==> src/rtl/rbrt_pkg.sv <==
// Shared types, codes and constants of the removed-bucket replacement table.
package rbrt_pkg;

    localparam int DEF_CAPACITY = 64;
    localparam int DEF_ID_BITS  = 16;

    localparam int CMD_W    = 2;
    localparam int STATUS_W = 2;
    localparam int VALUE_W  = 18;
    localparam int COUNT_W  = 7;

    localparam logic [CMD_W-1:0] CMD_REMEMBER = 2'd0;
    localparam logic [CMD_W-1:0] CMD_QUERY    = 2'd1;
    localparam logic [CMD_W-1:0] CMD_RESTORE  = 2'd2;

    localparam logic [STATUS_W-1:0] ST_OK      = 2'd0;
    localparam logic [STATUS_W-1:0] ST_MISSING = 2'd1;
    localparam logic [STATUS_W-1:0] ST_FULL    = 2'd2;

    localparam logic [VALUE_W-1:0] VALUE_NEG1 = '1;

    typedef enum logic [2:0] {
        S_CLEAR,
        S_IDLE,
        S_SCAN,
        S_WAIT,
        S_COMMIT
    } rbrt_state_t;

    typedef struct packed {
        logic load;
        logic clear;
        logic scan;
        logic commit;
    } rbrt_ctrl_t;

    typedef struct packed {
        logic idx_last;
        logic skip_scan;
        logic out_free;
    } rbrt_stat_t;

endpackage

==> src/rtl/rbrt_ctrl.sv <==
// Controller state machine: clearing pass, table scan, commit and handoff.
module rbrt_ctrl
    import rbrt_pkg::*;
(
    input  logic       clk,
    input  logic       rst_n,
    input  logic       in_valid,
    output logic       in_ready,
    input  rbrt_stat_t stat,
    output rbrt_ctrl_t ctl
);

    rbrt_state_t state_reg;
    rbrt_state_t state_next;

    always_ff @(posedge clk or negedge rst_n)
    begin
        if (!rst_n)
        begin
            state_reg <= S_CLEAR;
        end
        else
        begin
            state_reg <= state_next;
        end
    end

    always_comb
    begin
        state_next = state_reg;
        ctl        = '0;
        in_ready   = 1'b0;
        case (state_reg)
            S_CLEAR:
            begin
                ctl.clear = 1'b1;
                if (stat.idx_last)
                begin
                    state_next = S_IDLE;
                end
            end
            S_IDLE:
            begin
                in_ready = 1'b1;
                if (in_valid)
                begin
                    ctl.load   = 1'b1;
                    state_next = S_SCAN;
                end
            end
            S_SCAN:
            begin
                if (stat.skip_scan)
                begin
                    state_next = S_COMMIT;
                end
                else
                begin
                    ctl.scan = 1'b1;
                    if (stat.idx_last)
                    begin
                        state_next = S_WAIT;
                    end
                end
            end
            S_WAIT:
            begin
                // The last read entry is checked in this cycle.
                state_next = S_COMMIT;
            end
            S_COMMIT:
            begin
                if (stat.out_free)
                begin
                    ctl.commit = 1'b1;
                    state_next = S_IDLE;
                end
            end
            default:
            begin
                state_next = S_CLEAR;
            end
        endcase
    end

endmodule

==> config.mk <==
export PLATFORM = sky130hd
export DESIGN_NAME = rbrt_ctrl
export DESIGN_NICKNAME = d
export VERILOG_FILES = /design/src/rtl/rbrt_pkg.sv /design/src/rtl/rbrt_ctrl.sv
export SDC_FILE = /design/constraint.sdc
export NUM_CORES = 1
export LEC_CHECK = 0
export ABC_AREA = 1
export BUFFER_PORTS_ARGS = -buffer_cell sky130_fd_sc_hd__buf_2
export CORE_AREA = 3 3 40 42
export CTS_BUF_LIST = sky130_fd_sc_hd__clkbuf_8
export DETAILED_ROUTE_END_ITERATION = 12
export DIE_AREA = 0 0 43 45
export PLACE_DENSITY = 0.42
export SYNTH_ARGS = -nofsm -noshare
export SYNTH_HDL_FRONTEND = slang
export SYNTH_SLANG_ARGS = --single-unit
export TNS_END_PERCENT = 20
==> constraint.sdc <==
create_clock -name clk -period 1 [get_ports clk]
set_input_delay 0.15 -clock clk [delete_from_list [all_inputs] [get_ports clk]]
set_output_delay 0.15 -clock clk [all_outputs]
set_load 0.02 [all_outputs]
==> flow_summary.ini, run 1 <==
[logic_synthesis]
synth.distinct_cells = 11
syn_inst = 37
synth_area_per_cell_um2 = 6.019
synth.cell_area_um2 = 222.7
ys_seq_elements = 3
synth.net_count = 43
yosysSeqAreaShare_pct = 33.71
synth-warning-count = 0

[route]
wirelength_um = 717
via_count = 298
drc_errors = 0
first_pass_iters = 2
routedWlPerCell_um = 9.822
drtIter0Drc = 1
drt-vias-per-instance = 4.082
postRouteAntennaNets = 0

[sta]
post-route-min-period_ps = 1232
setup-tns-final_ps = -1253
fmax_mhz = 811.5
timing.slew.headroom_pct = 85.73
min_period_over_period_pct = 123.2
layout_setup_ws_ps = -232.2
hold_viol_final = 0
setup_violations = 7
grt_setup_unrepaired = true
clock-skew-final_ps = 1.601
worstMarginPinSlew_ps = 212.8
fin_hold_ws_ps = 228.9
drv_slew = 0

[cts]
numCtsBuffers = 3
cts-root-buf = clkbuf_8
clkLatencyLatePin_ps = 220
cts_buffer_depth = 2
clock-sinks = 3
cts_tree = done
h-tree-depth = 1
clkTransAtPathRegs_ps = 30

[final_layout]
largest_reg_flops = 3
num-fill-cells = 139
layout-drive-gt1-share_pct = 62.07
insertedDiodeCount = 0
seq_area_um2 = 76.32
nets = 65
multi_input_area_um2 = 143.9
syn_to_final_growth_pct = 103.9

[placement]
port_buffers = 10
place_congestion = 0.7034
post-place-ws_ps = -63.51
dp.final_hpwl_um = 466.8

[global_routing]
grt_max_degree = 5
grt_pass1_wl_um = 1290
grt_antenna_before_repair = 0
grt_overflow = 0
met3_usage_pct = 1.992
grtUsageTotal_pct = 9.583
busiest_layer = met2
use_met2_pct = 17.37
grt_use_met1_pct = 8.213
grt_pass1_vias = 334

[power_and_ir_drop]
finalPower_mw = 1.584
switching_share_pct = 43.14
ir_worst_vdd_v = 0.001365
power.leakage_nw = 0.2669
seq_power_share_pct = 16.2
pwr_density_cell_nw_per_um2 = 3488
switchingPower_uw = 683.4
combPwrFrac_pct = 62.3
p_int_uw = 900.8
clkPwrFrac_pct = 21.5

[status]
status = finished with violations
violations = negative setup slack

[floorplan]
initial_core_util_pct = 17.33
coreArea_um2 = 1285
dieArea_um2 = 1935
ios = 11
rows = 13
fp.dieW_um = 43
die_h_um = 45

[setup_path]
path_cells = nor2_4 > nand2_4 > nor2_4 > buf_6
crit_path_top_delay_cell = dfrtp_2
worst-path-buf-inv = 1
critPathLaunch = state_reg[2]
cp-start-kind = flop
r2r-start = state_reg[1]
cp.depth = 4
critPathMaxStageDelay_ps = 440
cp-end-kind = primary output
cp.required_ps = 850
path_delay_family = flip-flops
cpMostUsedCell = nor2_4
critical_path_class = reg2out
crit_fanout = 4
worst-endpoint-arrival_ps = 1080
rr_worst_depth = 6

[min_path]
min_path_type = in2reg
hold_depth = 4
hold_start = stat[2]

[flow_run]
max_cap_viol_count = 0
[cells in the final DEF, fill, tap and decap left out]
cell type,count
dlygate4sd3_1,1
inv_2,6
nand2_4,1
o31ai_2,1
dfrtp_2,1
buf_2,5
buf_4,8
dfrtp_1,2
nor2_2,3
inv_1,6
clkbuf_8,3
nand2_2,2
nand4_1,1
nor2_4,2
buf_6,3
nor3_2,1
nor2_1,1
nand3_1,4
nand2_1,7
[cell families after synthesis]
logic type      after synthesis  share of synthesized area (%)
compound gates                1                          3.372
buf+inv                      11                          18.54
simple gates                 22                          44.38
flops                         3                          33.71
[what timing repair did]
item,4_1_cts,5_1_grt
endpoints found under the setup margin,7,8
pin swaps,4,2
hold endpoints to repair,3,0
setup buffers,3,0
hold buffers,1,0
resized for setup,16,6
[synthesized netlist by cell type]
master / number / share of area, %
nor2_2: 1 / 2.8
nand2_2: 2 / 5.6
nand2_1: 8 / 13
o31ai_1: 1 / 3.4
nor3_1: 1 / 2.2
nand3_1: 4 / 9.0
inv_1: 10 / 17
dfrtp_1: 3 / 34
nor2_1: 5 / 8.4
inv_2: 1 / 1.7
nand4_1: 1 / 2.8
[worst reg2reg max path, cell delays in order, from the launching register on]
cell and delay [ps]:
dfrtp_1 400, nor2_2 160, nand3_1 140, nand2_1 100
inv_1 50, nand3_1 80, nand2_1 60
[area by class of cell]
cell class | count | share of cell area (%)
Inverter | 11 | 9.091
Timing Repair Buffer | 17 | 28.37
Multi-Input combinational cell | 23 | 31.68
Tap cell | 15 | 4.132
Clock buffer | 3 | 9.091
Clock inverter | 1 | 0.8264
Sequential cell | 3 | 16.80
[power groups by stage]
stage	clock network (mW)	logic (mW)	registers, mW
floorplan	0	0.444	0.223
global placement	0	0.679	0.231
detailed placement	0	0.666	0.231
CTS	0.354	0.889	0.256
global route	0.370	1.08	0.268
finish	0.340	0.987	0.257
[metrics by stage]
stage,instances,utilization (%),area (um^2)
final,73,35.35,454.2
after global routing,73,35.35,454.2
after CTS,73,33.89,435.4
after detailed placement,65,25.02,321.6
after global placement,65,25.02,321.6
after floorplan,37,-,230.2
[worst paths after layout]
kind | end | slack (ps)
setup reg to reg | state_reg[1] | -100
hold / removal | state_reg[1] | 230
hold reg to reg | state_reg[1] | 610
setup / recovery | ctl[3] | -230
min in group asynchronous | state_reg[2] | 260
max in group asynchronous | state_reg[2] | 620
[metal layers]
metal | wire, um | part of all wire [%] | vias to the layer above
met2 | 374 | 52 | 10
met3 | 42 | 5.9 | 3
li1 | - | - | 152
met4 | 21 | 2.9 | 0
met5 | 0 | 0 | -
met1 | 278 | 39 | 133
Power figures use the tool's default switching activity.
==> inputs of run 2 (changes only) <==
--- a/config.mk
+++ b/config.mk
@@ -11,7 +11,9 @@
 export CTS_BUF_LIST = sky130_fd_sc_hd__clkbuf_8
 export DETAILED_ROUTE_END_ITERATION = 12
 export DIE_AREA = 0 0 43 45
+export MAX_ROUTING_LAYER = met4
 export PLACE_DENSITY = 0.42
+export SKIP_CTS_REPAIR_TIMING = 1
 export SYNTH_ARGS = -nofsm -noshare
 export SYNTH_HDL_FRONTEND = slang
 export SYNTH_SLANG_ARGS = --single-unit
==> flow_summary.ini, run 2 (same netlist as run 1, synthesis figures left out) <==
[cts]
cts-root-buf = clkbuf_8
cts_tree = done
clkLatencyLatePin_ps = 220
h-tree-depth = 1
cts_buffer_depth = 2
clock-sinks = 3
numCtsBuffers = 3
clkTransAtPathRegs_ps = 30

[global_routing]
grtUsageTotal_pct = 8.155
grt_antenna_before_repair = 0
grt_max_degree = 6
grt_overflow = 0
grt_pass1_wl_um = 1041
grt_pass1_vias = 278

[power_and_ir_drop]
switchingPower_uw = 622.1
combPwrFrac_pct = 58.9
ir_worst_vdd_v = 0.001366
p_int_uw = 833.1
pwr_density_cell_nw_per_um2 = 3461
switching_share_pct = 42.75
seq_power_share_pct = 17.8
power.leakage_nw = 0.2512
clkPwrFrac_pct = 23.3

[placement]
post-place-ws_ps = -63.51
port_buffers = 10
dp.cells = 65
dp.final_hpwl_um = 466.8
place_congestion = 0.7112

[final_layout]
num-fill-cells = 142
layout-drive-gt1-share_pct = 55.36
nets = 63
syn_to_final_growth_pct = 88.76
instances_no_fill = 71
insertedDiodeCount = 0
layout_commonest_cell = inv_1
final_cell_mix = inv_1, nand2_1, buf_4
largest_reg_flops = 3

[floorplan]
coreArea_um2 = 1285
ios = 11
dieArea_um2 = 1935
die_h_um = 45
initial_core_util_pct = 17.33
rows = 13
fp.dieW_um = 43

[setup_path]
cp-start-kind = flop
path_cells = inv_2 > nor2_4 > nand2_2 > nor2_2 > buf_4
crit_path_top_delay_cell = dfrtp_1
cp-end-kind = primary output
critical_path_class = reg2out
crit_fanout = 3
cp.required_ps = 850
critPathMaxStageDelay_ps = 390
worst-endpoint-arrival_ps = 1100

[flow_run]
max_cap_viol_count = 0

[sta]
setup_violations = 7
min_period_over_period_pct = 125.2
layout_setup_ws_ps = -251.9
fmax_mhz = 798.8
hold_viol_final = 0
drv_slew = 0
clock-skew-final_ps = 1.589
timing.slew.headroom_pct = 85.26
post-route-min-period_ps = 1252
worstMarginPinSlew_ps = 219.2
grt_setup_unrepaired = true

[route]
drt-vias-per-instance = 4.028
wirelength_um = 648
drc_errors = 0
drtIter0Drc = 3
routedWlPerCell_um = 9.127
via_count = 286
first_pass_iters = 4
postRouteAntennaNets = 0

[status]
status = finished with violations
violations = negative setup slack

[min_path]
min_path_type = in2reg
[run 2: metal layers]
layer,vias up,track usage (%),wire length [um]
met2,10,12.57,336
met5,-,-,0
met1,125,7.488,256
met3,3,1.594,34
li1,148,-,-
met4,0,10.84,21
[run 2: worst max-delay path: cells and delay by family (launching register included)]
kind | cells | cell delay, ps
flip-flops | 1 | 390
AND/OR/NAND/NOR | 3 | 280
buffers and inverters | 2 | 220
[run 2: final timing paths]
| check | startpoint | endpoint | slack, ps | cells after the start |
|---|---|---|---|---|
| min in group asynchronous | rst_n | state_reg[2] | 260 | 2 |
| hold reg to reg | state_reg[2] | state_reg[2] | 560 | 1 |
| setup reg to reg | state_reg[1] | state_reg[0] | -120 | 7 |
| setup / recovery | state_reg[0] | ctl[3] | -250 | 5 |
| max in group asynchronous | rst_n | state_reg[2] | 620 | 2 |
| hold / removal | stat[2] | state_reg[1] | 230 | 4 |
[run 2: area by class of cell]
cell class                      count  area, um^2  area share (%)
Clock inverter                      1       3.754          0.8929
Multi-Input combinational cell     23       128.9           30.65
Clock buffer                        3       41.29           9.821
Timing Repair Buffer               15       110.1           26.19
Inverter                           11       41.29           9.821
Tap cell                           15       18.77           4.464
Sequential cell                     3       76.32           18.15
[run 2: per-stage QoR]
stage,utilization [%],hold slack (ps),setup TNS [ps],instance area (um^2),total power [mW]
global placement,25.02,-51.62,-323.7,321.6,0.9104
finish,32.72,231.6,-1305,420.4,1.455
detailed placement,25.02,-52.27,-280.6,321.6,0.8973
CTS,28.53,-282.8,-1481,366.6,1.256
global route,32.72,263.8,-1829,420.4,1.587
floorplan,-,-145.6,-31.07,230.2,0.6676
[run 2: power by group through the flow]
stage	sequential, mW	combinational, mW	clock (mW)
floorplan	0.223	0.444	0
global placement	0.231	0.679	0
finish	0.259	0.857	0.339
detailed placement	0.231	0.666	0
CTS	0.230	0.672	0.354
global route	0.270	0.947	0.370
==> inputs of run 3 (changes only) <==
--- a/config.mk
+++ b/config.mk
@@ -5,14 +5,13 @@
 export SDC_FILE = /design/constraint.sdc
 export NUM_CORES = 1
 export LEC_CHECK = 0
-export ABC_AREA = 1
 export BUFFER_PORTS_ARGS = -buffer_cell sky130_fd_sc_hd__buf_2
 export CORE_AREA = 3 3 40 42
 export CTS_BUF_LIST = sky130_fd_sc_hd__clkbuf_8
 export DETAILED_ROUTE_END_ITERATION = 12
 export DIE_AREA = 0 0 43 45
 export MAX_ROUTING_LAYER = met4
-export PLACE_DENSITY = 0.42
+export PLACE_DENSITY = 0.39
 export SKIP_CTS_REPAIR_TIMING = 1
 export SYNTH_ARGS = -nofsm -noshare
 export SYNTH_HDL_FRONTEND = slang
==> flow_summary.ini, run 3 <==
[placement]
port_buffers = 10
place_congestion = 0.7792
dp.cells = 53
dp.final_hpwl_um = 467.4

[logic_synthesis]
ys_async_sr_fraction_pct = 100.0
synth-edff-count = 0
syn_inst = 23
yosysSeqAreaShare_pct = 38.46
synth.cells.most_frequent = dfrtp_1, nor2_1, nand2_1, nor3_1
netlist.area_leader.share_pct = 38.46
synth-warning-count = 0
synth_area_leaders = dfrtp_1, nor3b_2, nor2_1
yosys.area.top_type = dfrtp_1
synth.distinct_cells = 17
synth.cell_area_um2 = 195.2
ys_seq_elements = 3
synth.net_count = 29
synth_ff_type = dfrtp_1
synth_area_per_cell_um2 = 8.486

[power_and_ir_drop]
combPwrFrac_pct = 55.4
p_int_uw = 906.0
ir_worst_vdd_v = 0.001027
clkPwrFrac_pct = 22.6
switchingPower_uw = 557.6
finalPower_mw = 1.464
pwr_density_cell_nw_per_um2 = 3633
switching_share_pct = 38.10
seq_power_share_pct = 21.9
power.leakage_nw = 0.1911

[status]
violations = negative setup slack
status = finished with violations

[sta]
fmax_mhz = 770.3
post-route-min-period_ps = 1298
clock-skew-final_ps = 2.797
timing.slew.headroom_pct = 87.54
layout_setup_ws_ps = -298.2
min_period_over_period_pct = 129.8
hold_viol_final = 0
drv_slew = 0
worstMarginPinSlew_ps = 187.0
setup_violations = 7
grt_setup_unrepaired = true

[floorplan]
initial_core_util_pct = 15.19
ios = 11
fp.dieW_um = 43
die_h_um = 45
dieArea_um2 = 1935
coreArea_um2 = 1285
rows = 13

[final_layout]
final_cell_mix = buf_2, buf_4, clkbuf_8, dfrtp_2
largest_reg_flops = 3
instances_no_fill = 58
layout_commonest_cell = buf_2
layout-drive-gt1-share_pct = 60.47
num-fill-cells = 151
syn_to_final_growth_pct = 106.4
final_core_util_pct = 31.35
insertedDiodeCount = 0
nets = 50

[route]
routedWlPerCell_um = 9.793
drt-vias-per-instance = 4.086
drt-met1-wl_um = 292
routed-wl-met3_um = 75
met2_wirelength_um = 200
via_count = 237
drc_errors = 0
drtIter0Drc = 6
wirelength_um = 568
postRouteAntennaNets = 0
top_layer = met3
first_pass_iters = 4

[cts]
clkTransAtPathRegs_ps = 30
clock-sinks = 3
cts_tree = done
cts-root-buf = clkbuf_8
clkLatencyLatePin_ps = 210
numCtsBuffers = 3
cts_buffer_depth = 2
h-tree-depth = 1

[global_routing]
grt_antenna_before_repair = 0
grt_pass1_wl_um = 972
grt_overflow = 0
grtUsageTotal_pct = 7.124
grt_pass1_vias = 237
grt_max_degree = 7

[setup_path]
worst-endpoint-arrival_ps = 1150
cp.required_ps = 850
cp-start-kind = flop
critPathMaxStageDelay_ps = 460
crit_path_top_delay_cell = dfrtp_2
cp-end-kind = primary output
rr_worst_depth = 3
critical_path_class = reg2out
path_cells = nor3b_4 > and2_4 > buf_6
crit_fanout = 6

[min_path]
hold_depth = 2
min_path_type = in2reg

[flow_run]
max_cap_viol_count = 0
run 3: changes by cell type after synthesis, sizes merged, moves of 2 or more:
cell,delta
inv,-10
nand2,-8
nand3,-4
nor2,-3
nor3b,+2
run 3: logic make-up after synthesis:
group / synth area share [%]
AO/OA/AOI/OAI: 16.67
buffers and inverters: 1.921
flip-flops: 38.46
AND/OR/NAND/NOR: 42.96
run 3: final cells by class:
class	count	area, um^2	area share (%)
Inverter	1	3.754	0.9317
Timing Repair Buffer	16	112.6	27.95
Clock buffer	3	41.29	10.25
Tap cell	15	18.77	4.658
Sequential cell	3	78.83	19.57
Multi-Input combinational cell	19	143.9	35.71
Clock inverter	1	3.754	0.9317
run 3: worst max-delay path, delay by kind of cell, from the launching register on:
family / cells / cell delay [ps]
buffers and inverters: 1 / 110
and+or+nand+nor: 2 / 360
DFF: 1 / 460
run 3: worst paths after layout:
path / from / slack [ps] / end
max: state_reg[1] / -300 / ctl[3]
min: stat[0] / 140 / state_reg[2]
max reg2reg: state_reg[0] / -60 / state_reg[1]
min reg2reg: state_reg[0] / 640 / state_reg[2]
max in group asynchronous: rst_n / 620 / state_reg[0]
min in group asynchronous: rst_n / 260 / state_reg[1]
run 3: per-layer routing:
metal | GRT usage (%) | vias up
li1 | - | 121
met2 | 8.982 | 12
met5 | - | -
met4 | 1.807 | 0
met3 | 5.578 | 0
met1 | 8.696 | 104
run 3: power by group through the flow:
| stage | Sequential (mW) | Combinational [mW] | Clock [mW] |
|---|---|---|---|
| after global placement | 0.291 | 0.713 | 0 |
| after detailed placement | 0.297 | 0.711 | 0 |
| after global routing | 0.340 | 0.882 | 0.366 |
| after CTS | 0.296 | 0.713 | 0.347 |
| after floorplan | 0.295 | 0.399 | 0 |
| final | 0.321 | 0.811 | 0.331 |
run 3: per-stage QoR:
step | setup TNS (ps) | setup slack, ps | hold WS (ps) | area, um^2
finish | -1346 | -298.2 | 144.2 | 402.9
global route | -1743 | -355.4 | 141.4 | 402.9
CTS | -1596 | -355.1 | -281.0 | 359.1
detailed placement | -402.6 | -120.8 | -53.43 | 314.1
global placement | -354.0 | -116.8 | -50.20 | 314.1
floorplan | -470.6 | -155.3 | -145.6 | 207.7
